**src/sv/utf8dw_pkg.sv**
```systemverilog
// Shared types and constants for the UTF-8 decoder with display width.
// Used by every module of the block; depends on nothing.
package utf8dw_pkg;

    localparam int CP_W    = 21;
    localparam int COUNT_W = 3;
    localparam int COLS_W  = 2;

    localparam logic [CP_W-1:0]    REPLACEMENT_CP = 21'h00FFFD;
    localparam logic [COLS_W-1:0]  COLS_NARROW    = 2'd1;
    localparam logic [COLS_W-1:0]  COLS_WIDE      = 2'd2;

    localparam logic [COUNT_W-1:0] LEN_NONE  = 3'd0;
    localparam logic [COUNT_W-1:0] LEN_ONE   = 3'd1;
    localparam logic [COUNT_W-1:0] LEN_TWO   = 3'd2;
    localparam logic [COUNT_W-1:0] LEN_THREE = 3'd3;
    localparam logic [COUNT_W-1:0] LEN_FOUR  = 3'd4;

    typedef struct packed {
        logic [CP_W-1:0]    scalar_value;
        logic [COUNT_W-1:0] byte_count;
        logic               malformed;
        logic [COLS_W-1:0]  display_width;
    } result_t;

endpackage

```
**src/sv/utf8dw_width.sv**
```systemverilog
// Terminal column classifier: wide for the CJK ideograph blocks, narrow otherwise.
// Depends on utf8dw_pkg.
module utf8dw_width
(
    input  logic [utf8dw_pkg::CP_W-1:0]   scalar_value,
    output logic [utf8dw_pkg::COLS_W-1:0] display_width
);

    logic wide;

    always_comb
    begin
        wide = ((scalar_value >= 21'h004E00) && (scalar_value <= 21'h009FFF))
            || ((scalar_value >= 21'h003400) && (scalar_value <= 21'h004DBF))
            || ((scalar_value >= 21'h020000) && (scalar_value <= 21'h02A6DF))
            || ((scalar_value >= 21'h02A700) && (scalar_value <= 21'h02EBEF))
            || ((scalar_value >= 21'h030000) && (scalar_value <= 21'h03134F))
            || ((scalar_value >= 21'h00F900) && (scalar_value <= 21'h00FAFF))
            || ((scalar_value >= 21'h02F800) && (scalar_value <= 21'h02FA1F));
        display_width = wide ? utf8dw_pkg::COLS_WIDE : utf8dw_pkg::COLS_NARROW;
    end

endmodule

```
**src/sv/utf8dw_decode.sv**
```systemverilog
// Sequence decoder: holds the pending multi-byte sequence and forms one result.
// Depends on utf8dw_pkg and utf8dw_width.
module utf8dw_decode
(
    input  logic                clk,
    input  logic                rst_n,
    input  logic                step,
    input  logic [7:0]          text_byte,
    output logic                has_result,
    output utf8dw_pkg::result_t result
);

    logic [utf8dw_pkg::COUNT_W-1:0] expected_reg, expected_next;
    logic [utf8dw_pkg::COUNT_W-1:0] seen_reg, seen_next;
    logic [utf8dw_pkg::CP_W-1:0]    partial_reg, partial_next;

    logic [utf8dw_pkg::COUNT_W-1:0] count;
    logic [utf8dw_pkg::CP_W-1:0]    shifted;
    logic                           is_cont;
    logic [utf8dw_pkg::CP_W-1:0]    res_cp;
    logic [utf8dw_pkg::COUNT_W-1:0] res_count;
    logic                           res_bad;
    logic [utf8dw_pkg::COLS_W-1:0]  res_cols;

    utf8dw_width u_width
    (
        .scalar_value  (res_cp),
        .display_width (res_cols)
    );

    always_comb
    begin
        is_cont       = (text_byte[7:6] == 2'b10);
        count         = seen_reg + 3'd1;
        shifted       = {partial_reg[utf8dw_pkg::CP_W-7:0], text_byte[5:0]};
        expected_next = expected_reg;
        seen_next     = seen_reg;
        partial_next  = partial_reg;
        has_result    = 1'b0;
        res_cp        = utf8dw_pkg::REPLACEMENT_CP;
        res_count     = utf8dw_pkg::LEN_ONE;
        res_bad       = 1'b0;

        if (expected_reg != utf8dw_pkg::LEN_NONE)
        begin
            if (!is_cont)
            begin
                // consume the bad byte as part of the broken sequence
                has_result    = 1'b1;
                res_count     = count;
                res_bad       = 1'b1;
                expected_next = utf8dw_pkg::LEN_NONE;
                seen_next     = '0;
                partial_next  = '0;
            end
            else if (count >= expected_reg)
            begin
                has_result    = 1'b1;
                res_cp        = shifted;
                res_count     = expected_reg;
                expected_next = utf8dw_pkg::LEN_NONE;
                seen_next     = '0;
                partial_next  = '0;
            end
            else
            begin
                seen_next    = count;
                partial_next = shifted;
            end
        end
        else if (!text_byte[7])
        begin
            has_result = 1'b1;
            res_cp     = {13'd0, text_byte};
        end
        else if (is_cont || (text_byte[7:3] == 5'b11111))
        begin
            has_result = 1'b1;
            res_bad    = 1'b1;
        end
        else
        begin
            seen_next = utf8dw_pkg::LEN_ONE;
            if (text_byte[7:5] == 3'b110)
            begin
                expected_next = utf8dw_pkg::LEN_TWO;
                partial_next  = {16'd0, text_byte[4:0]};
            end
            else if (text_byte[7:4] == 4'b1110)
            begin
                expected_next = utf8dw_pkg::LEN_THREE;
                partial_next  = {17'd0, text_byte[3:0]};
            end
            else
            begin
                expected_next = utf8dw_pkg::LEN_FOUR;
                partial_next  = {18'd0, text_byte[2:0]};
            end
        end

        result.scalar_value  = res_cp;
        result.byte_count    = res_count;
        result.malformed     = res_bad;
        result.display_width = res_cols;
    end

    always_ff @(posedge clk or negedge rst_n)
    begin
        if (!rst_n)
        begin
            expected_reg <= utf8dw_pkg::LEN_NONE;
            seen_reg     <= '0;
            partial_reg  <= '0;
        end
        else if (step)
        begin
            expected_reg <= expected_next;
            seen_reg     <= seen_next;
            partial_reg  <= partial_next;
        end
    end

endmodule

```
**src/sv/utf8_decode_with_display_width.sv**
```systemverilog
// UTF-8 decoder with terminal display width. Takes one byte per cycle on the
// s_ side while m_ does not stall and returns one code point per completed or
// broken sequence on the m_ side. Throughput is one byte every cycle under the
// same condition; an accepted byte goes to the input register, then the result
// register, and the single pass through the sequence-state register sets the
// rate. Bytes that only extend a pending sequence give no result. A malformed
// sequence returns U+FFFD with the malformed flag in m_tuser.
module utf8_decode_with_display_width
(
    input  logic        clk,
    input  logic        rst_n,
    input  logic        s_tvalid,
    output logic        s_tready,
    input  logic [7:0]  s_tdata,  // [7:0] text_byte
    output logic        m_tvalid,
    input  logic        m_tready,
    output logic [31:0] m_tdata,  // [20:0] scalar_value, [23:21] byte_count,
                                  // [25:24] display_width, [31:26] zero
    output logic [0:0]  m_tuser   // [0] malformed
);

    logic                in_valid_reg;
    logic [7:0]          in_byte_reg;
    logic                out_valid_reg;
    utf8dw_pkg::result_t out_reg;
    logic                advance;
    logic                step;
    logic                has_result;
    utf8dw_pkg::result_t result;

    // the input stage moves whenever the result register is free to load
    assign advance  = !out_valid_reg || m_tready;
    assign s_tready = !in_valid_reg || advance;
    assign step     = in_valid_reg && advance;

    utf8dw_decode u_decode
    (
        .clk        (clk),
        .rst_n      (rst_n),
        .step       (step),
        .text_byte  (in_byte_reg),
        .has_result (has_result),
        .result     (result)
    );

    always_ff @(posedge clk or negedge rst_n)
    begin
        if (!rst_n)
        begin
            in_valid_reg  <= 1'b0;
            out_valid_reg <= 1'b0;
        end
        else
        begin
            if (s_tready)
            begin
                in_valid_reg <= s_tvalid;
            end
            if (advance)
            begin
                out_valid_reg <= step && has_result;
            end
        end
    end

    always_ff @(posedge clk)
    begin
        if (s_tvalid && s_tready)
        begin
            in_byte_reg <= s_tdata;
        end
        if (step && has_result)
        begin
            out_reg <= result;
        end
    end

    assign m_tvalid = out_valid_reg;
    assign m_tdata  = {6'd0, out_reg.display_width, out_reg.byte_count, out_reg.scalar_value};
    assign m_tuser  = out_reg.malformed;

endmodule

```
**config.mk**
```make
export PLATFORM = sky130hd
export DESIGN_NAME = utf8_decode_with_display_width
export DESIGN_NICKNAME = d
export VERILOG_FILES = /design/src/sv/utf8dw_pkg.sv /design/src/sv/utf8dw_width.sv /design/src/sv/utf8dw_decode.sv /design/src/sv/utf8_decode_with_display_width.sv
export SDC_FILE = /design/constraint.sdc
export NUM_CORES = 1
export LEC_CHECK = 0
export BUFFER_PORTS_ARGS = -buffer_cell sky130_fd_sc_hd__buf_2
export CORE_ASPECT_RATIO = 0.75
export CORE_UTILIZATION = 40
export DETAILED_ROUTE_END_ITERATION = 10
export SYNTH_ARGS = -nofsm -noshare
export SYNTH_HDL_FRONTEND = slang
export SYNTH_HIERARCHICAL = 1
export SYNTH_SLANG_ARGS = --single-unit
```
**constraint.sdc**
```tcl
create_clock -name clk -period 5.05 [get_ports clk]
set_clock_uncertainty 0.1 [all_clocks]
set_input_delay 0.505 -clock clk [delete_from_list [all_inputs] [get_ports clk]]
set_output_delay 0.505 -clock clk [all_outputs]
set_load 0.005 [all_outputs]
```
==> results.md, run 1 <==
- EDFF count, synth: 35
- Placed cell count: 366
- Fraction of registers with async set/reset: 0.3966
- Top-count cell post-synth: edfxtp_1
- Worst-margin pin slew: 815.3 ps
- Rows: 26
- Synth Area in Adders: 0.01736
- Share of the synthesized area in the top cell type: 0.3646
- Type of origin of the critical path: register
- Fmax: 0.2586 GHz
- Synth Area in Simple Gates: 0.1866
- Final WS setup: 1184 ps
- Worst Path Buf+Inv: 1
- Top delay family on crit path: simple AND/OR/NAND/NOR gates
- Area of the die: 7554 µm²
- Initial core utilization: 0.4180
- Element type at the critical path end: register
- Hold crit path type: in -> async
- P&R area growth vs syn: 13.80%
- Final setup viols: 0
- Synth Instances: 239
- DP Worst Slack: 1273 ps
- Critical-path top delay cell: dfrtp_1
- Finished Layout Cells: 381
- GRT Total Usage: 0.1749
- Initial drt markers: 180
- Top cells by area, synth: edfxtp_1, dfrtp_1, a22o_1
- Via-per-instance ratio: 5.438
- Count of different cell masters after synthesis: 67
- GP Congestion: 0.8713
- WL/cell: 15.91 µm
- Max-slew headroom: 0.4545
- Post_cts resized: 0
- Syn_area_per_cell: 12.06 µm²
- H-Tree Depth: 3
- CTS tree: built
- Final period util: 0.7656
- Mapped cell area: 2883 µm²
- Final Critical Period: 3866 ps
- Top cell type by total area after synthesis: edfxtp_1
- Seq/Total Area, Yosys: 0.5642
- RSZ-0062 raised after global routing: false
- Root Buffer: clkbuf_8
- IO Port Bufs: 40
- Pin count of the biggest net entering global routing: 24
- Commonest cells post-synth: edfxtp_1, dfrtp_1, nand2_1
- Layout cell share with drive strength beyond 1: 0.2509
- Critical Path AT: 3850 ps
- DR vias: 2072
- Grt total ovfl: 0
- Largest family of logic cells by synthesized area: simple AND/OR/NAND/NOR gates
- Clock Pin Slew Worst Setup and Hold Paths: 60 ps
- Vias in the first global route: 1791
- Routed wire length: 6062 µm
- First-pass GRT wire length: 9694 µm
- CTS Buffer Depth: 2
- Data required, critical path: 5030 ps
- Max Cap Viol: 0
- Max FFs per register: 26
- Prevailing post-synth register cell: edfxtp_1
- TNS Setup: 0 ps
- Crit-path max FO: 15
- Mux share of post-synthesis cell area: 0
- Nets: 295
- CTS sink count: 58
- Maximum vdd drop: 0.2177 mV
- Core area: 6897 µm²
- Post-synthesis compound-gate area fraction: 0.1762
- Yosys reg bits: 58
- Die Ht: 75.52 µm
- Leakage: 1.354 nW
- Crit-path cells: ha_1, xor2_1, ha_1, nand2_1, o21ai_0, buf_4, nand2_1, o21a_1, or2_1, nor4b_1, a221oi_1, or3_1, o2111a_1
- Pwr dens: 450.6 nW/µm²
- Initial antenna violation count: 0
- Post-cts hold buffer count: 0
- Number of diodes: 0
- Fill cells: 662
- Antenna viol nets, final: 0
- Post-DP HPWL: 4191 µm
- 1st-pass router iterations: 4
- Post-CTS setup repair buffer count: 0
- Die width: 100.0 µm
- TritonCTS Buffers: 9
- XOR/XNOR share of the synthesized area: 0.006076
- DRC viols: 0
- Slew Viols, Final: 0
- Status: finished clean
- Syn. warnings: 6
- Final Hold Vio Count: 0
- Worst skew pair latency: 340 ps
- Crit path kind: reg -> reg
- CP peak stage delay: 430 ps
- IO Count: 47
[per-stage QoR]
stage	power, mW	instance area (µm²)	util	hold slack [ps]
2_1_floorplan	1.004	2902	-	109.4
6_report	1.478	3281	0.4757	42.57
3_5_place_dp	1.138	3129	0.4537	376.0
3_3_place_gp	1.138	3129	0.4537	378.6
5_1_grt	1.573	3281	0.4757	67.46
4_1_cts	1.487	3281	0.4757	45.57
[per-layer routing]
metal	routed length [µm]	track usage	vias up
met5	0	0	-
li1	-	-	993
met2	2455	0.2184	68
met4	20	0.05314	0
met1	3188	0.2680	1009
met3	398	0.07248	2
[cell families after synthesis]
group,Yosys count
xor+xnor,2
simple gates,87
flops,58
buf+inv,25
fa+ha+maj,4
compound gates,62
other cells,1
[layout make-up]
cell class | count | area (µm²) | area share
clock buffer | 11 | 131.4 | 0.04005
clock inverter | 4 | 20.02 | 0.006102
inverter | 7 | 26.28 | 0.008009
multi-input combinational | 161 | 1139 | 0.3471
sequential | 58 | 1627 | 0.4958
tap | 98 | 122.6 | 0.03738
timing repair buffer | 42 | 215.2 | 0.06560
[final timing paths]
check	from	to	slack, ps	cells after the start
max in group asynchronous	rst_n	u_decode/partial_reg[13]	4450	1
max	u_decode/seen_reg[0]	m_tdata[24]	1180	13
min	rst_n	in_valid_reg	40	1
max reg2reg	u_decode/seen_reg[0]	m_tdata[24]	1180	13
min in group clk	s_tdata[1]	in_byte_reg[1]	240	1
min reg2reg	in_byte_reg[1]	u_decode/partial_reg[1]	390	1
[layout by cell type (no fill, tap or decap), types with 6 or more instances in the layout]
cell type  Yosys  layout
dfrtp_1       23      23
edfxtp_1      35      35
nor3_1         7       7
buf_2          6      40
and3_1         6       6
a22o_1        15      15
nor2_1         9       9
clkbuf_8       0       9
o21a_1         9       9
nand2_1       16      16
conb_1         1       6
nand3_1        7       7
inv_1          7       7
[where the power goes]
part           switching, mW  internal, mW  total, mW
Sequential            0.0516         0.611      0.663
Clock                  0.170         0.172      0.341
Combinational          0.298         0.177      0.474
Total                  0.519         0.959       1.48
(Power assumes the default switching activity.)
==> run 2: changes to the inputs <==
Settings changed: ABC_AREA set to 1.
Clock period 5.05 ns to 3.57 ns, I/O delays scaled along.
==> run 2 against run 1 <==
Effect of this change:
- sequential cell count did not move
- sequential power rose by 61%
- maximum frequency rose by 20%
- hold slack improved by 38 ps
- core utilization rose by 0.35 points
- clock power rose by 92%
- design area rose by 17%
- combinational power rose to 3.4 times the previous value
- area after synthesis rose by 16%
- die area rose by 15%
- routed wire length rose by 22%
- critical endpoint is now m_tdata[25]
==> results.md, run 2 <==
- Fraction of registers with async set/reset: 0.3966 (unchanged)
- 1st-pass router iterations: 5 (was 4)
- Nets: 476 (was 295)
- EDFF count, synth: 35 (unchanged)
- Max Cap Viol: 0 (unchanged)
- Top cell type by total area after synthesis: edfxtp_1 (unchanged)
- Worst hold slack: 80.78 ps (was 42.57 ps)
- GRT Total Usage: 0.1925 (was 0.1749)
- Final Critical Period: 3215 ps (was 3866 ps)
- Leakage: 1.816 nW (was 1.354 nW)
- Commonest cells post-synth: nand2_1, inv_1, edfxtp_1 (was edfxtp_1, dfrtp_1, nand2_1)
- Worst-margin pin slew: 536.5 ps (was 815.3 ps)
- Mapped cell area: 3336 µm² (was 2883 µm²)
- Initial core utilization: 0.4176 (was 0.4180)
- First-pass GRT wire length: 12550 µm (was 9694 µm)
- Met1 Usage GRT: 0.2739 (was 0.2680)
- Worst hold path cell count: 1
- Register area: 1627 µm² (unchanged)
- Data required, critical path: 3570 ps (was 5030 ps)
- Top-count cell post-synth: nand2_1 (was edfxtp_1)
- Post-CTS setup repair buffer count: 0 (unchanged)
- Element type at the critical path end: register (unchanged)
- Pwr dens: 868.7 nW/µm² (was 450.6 nW/µm²)
- Clock Pin Slew Worst Setup and Hold Paths: 60 ps (about the same)
- Syn_area_per_cell: 8.019 µm² (was 12.06 µm²)
- Max-slew headroom: 0.6411 (was 0.4545)
- Status: finished clean (unchanged)
- Antenna viol nets, final: 0 (unchanged)
- Count of different cell masters after synthesis: 32 (was 67)
- Setup crit start: u_decode/seen_reg[0] (unchanged)
- Yosys reg bits: 58 (unchanged)
- CTS sink count: 58 (unchanged)
- Overall Power: 3.325 mW (was 1.478 mW)
- Crit-path max FO: 11 (was 15)
- Fill cells: 791 (was 662)
- Number of diodes: 0 (unchanged)
- Layout cell share with drive strength beyond 1: 0.1935 (was 0.2509)
- Root Buffer: clkbuf_8 (unchanged)
- Top cells by area, synth: edfxtp_1, dfrtp_1, nand2_1 (was edfxtp_1, dfrtp_1, a22o_1)
- Synth Instances: 416 (was 239)
- Via-per-instance ratio: 4.874 (was 5.438)
- IO Port Bufs: 40 (unchanged)
- CTS Buffer Depth: 2 (unchanged)
- Type of origin of the critical path: register (unchanged)
- DP Worst Slack: 232.2 ps (was 1273 ps)
- Post-DP HPWL: 5433 µm (was 4191 µm)
- RSZ-0062 raised after global routing: false (unchanged)
- H-Tree Depth: 3 (unchanged)
- DR vias: 2778 (was 2072)
- Hold crit path type: in -> reg (was in -> async)
- Die width: 107.4 µm (was 100.0 µm)
- Most Crowded Layer GR: met2 (was met1)
- Worst skew pair latency: 350 ps (was 340 ps)
- Grt met2 use: 0.2826 (was 0.2184)
- Final setup viols: 0 (unchanged)
- Syn. warnings: 6 (unchanged)
- Rows: 28 (was 26)
- CTS tree: built (unchanged)
- Initial drt markers: 273 (was 180)
- Final period util: 0.9007 (was 0.7656)
- Grt total ovfl: 0 (unchanged)
- GR Layer Usage met3: 0.04414 (was 0.07248)
- R2R Setup Slk: 350 ps (was 1180 ps)
- Most common cell after layout, fill and taps aside: nand2_1 (was buf_2)
- Pin count of the biggest net entering global routing: 32 (was 24)
- Critical R2R Launch: u_decode/seen_reg[0] (unchanged)
- Core Util, Final: 0.4792 (was 0.4757)
- Final WS setup: 354.5 ps (was 1184 ps)
- Worst reg2reg path depth: 21 (was 13)
- Routed wire length: 7417 µm (was 6062 µm)
- Core area: 7988 µm² (was 6897 µm²)
- Die Ht: 81.09 µm (was 75.52 µm)
- Critical Path AT: 3210 ps (was 3850 ps)
- Area of the die: 8712 µm² (was 7554 µm²)
- P&R area growth vs syn: 14.74% (was 13.80%)
- Max FFs per register: 26 (unchanged)
- Initial antenna violation count: 0 (unchanged)
- GP Congestion: 0.8738 (was 0.8713)
- Crit path kind: reg -> reg (unchanged)
- DRC viols: 0 (unchanged)
- Final Hold Vio Count: 0 (unchanged)
- Multi-input logic area: 1416 µm² (was 1139 µm²)
- TNS Setup: 0 ps (unchanged)
- Slew Viols, Final: 0 (unchanged)
- Hold EP: in_byte_reg[0]
- Share of the synthesized area in the top cell type: 0.3151 (was 0.3646)
- IO Count: 47 (unchanged)
- Prevailing post-synth register cell: edfxtp_1 (unchanged)
- Worst reg2reg path endpoint: m_tdata[25] (was m_tdata[24])
- Most frequent cells in the layout: nand2_1, inv_1, buf_2, edfxtp_1, nand3_1 (was buf_2, edfxtp_1, dfrtp_1, nand2_1, a22o_1)
- Critical hold path startpoint: s_tdata[0]
- Seq/Total Area, Yosys: 0.4876 (was 0.5642)
- WL/cell: 13.01 µm (was 15.91 µm)
- Fmax: 0.3110 GHz (was 0.2586 GHz)
- Maximum vdd drop: 0.3466 mV (was 0.2177 mV)
- TritonCTS Buffers: 9 (unchanged)
- Vias in the first global route: 2575 (was 1791)
## run 2: critical path, stage by stage (launching register included)
cell     delay, ps
dfrtp_1        430
ha_1           250
xor2_2         160
ha_1           300
nand2_1         60
inv_1           40
nand2_1         50
nand2_1        110
nand2_4        120
nand2_4        150
inv_2           60
or2_1          290
inv_1          100
nand2_1         70
nor2_1         100
nand2_1         60
nand2_1         90
nand2_1         70
nand2_1         60
nand2_1         60
a21oi_2        150
nand3_1         80
## run 2: final cells by class
| type | instances | area share |
|---|---|---|
| Clock buffer | 9 | 0.03236 |
| Clock inverter | 7 | 0.02190 |
| Inverter | 56 | 0.05557 |
| Multi-Input combinational cell | 291 | 0.3701 |
| Sequential cell | 58 | 0.4250 |
| Tap cell | 105 | 0.03432 |
| Timing Repair Buffer | 44 | 0.06080 |
## run 2: worst max-delay path by stage
| stage | to | slack (ps) |
|---|---|---|
| detailed placement | m_tdata[25] | 230 |
| global route | m_tdata[25] | 60 |
| CTS | m_tdata[25] | 170 |
| finish | m_tdata[25] | 350 |
| global placement | m_tdata[25] | 310 |
| floorplan | m_tdata[0] | 400 |
## run 2: metal layers
| metal | up-vias | wire length, µm |
|---|---|---|
| li1 | 1422 | - |
| met1 | 1256 | 3811 |
| met2 | 90 | 3034 |
| met3 | 10 | 449 |
| met4 | 0 | 122 |
| met5 | - | 0 |
## run 2: metrics by stage
step,instances,instance area [µm²]
after floorplan,421,3354
after global placement,553,3597
after detailed placement,553,3597
after CTS,570,3815
after global routing,570,3827
final,570,3827
## run 2: cells by family (layout without fill, tap and decap cells)
family          after synthesis  in the layout  share of synthesized area
buf+inv                      72            116                    0.09790
other cells                   1              6                   0.001124
compound gates               29             29                    0.04726
simple gates                251            251                     0.3485
flops                        58             58                     0.4876
fa+ha+maj                     4              4                    0.01500
xor+xnor                      1              1                   0.002626
## run 2: power by group
group | internal [mW] | leakage, nW | switching [mW]
clock | 0.384 | 0.102 | 0.270
combinational | 0.470 | 1.08 | 1.13
sequential | 0.982 | 0.631 | 0.0853
## run 2: repair_timing
action | 4_1_cts | 5_1_grt
resized for setup | 0 | 3
endpoints found under the setup margin | 0 | 2
hold buffers | 1 | 0
endpoints found under the hold margin | 23 | 0
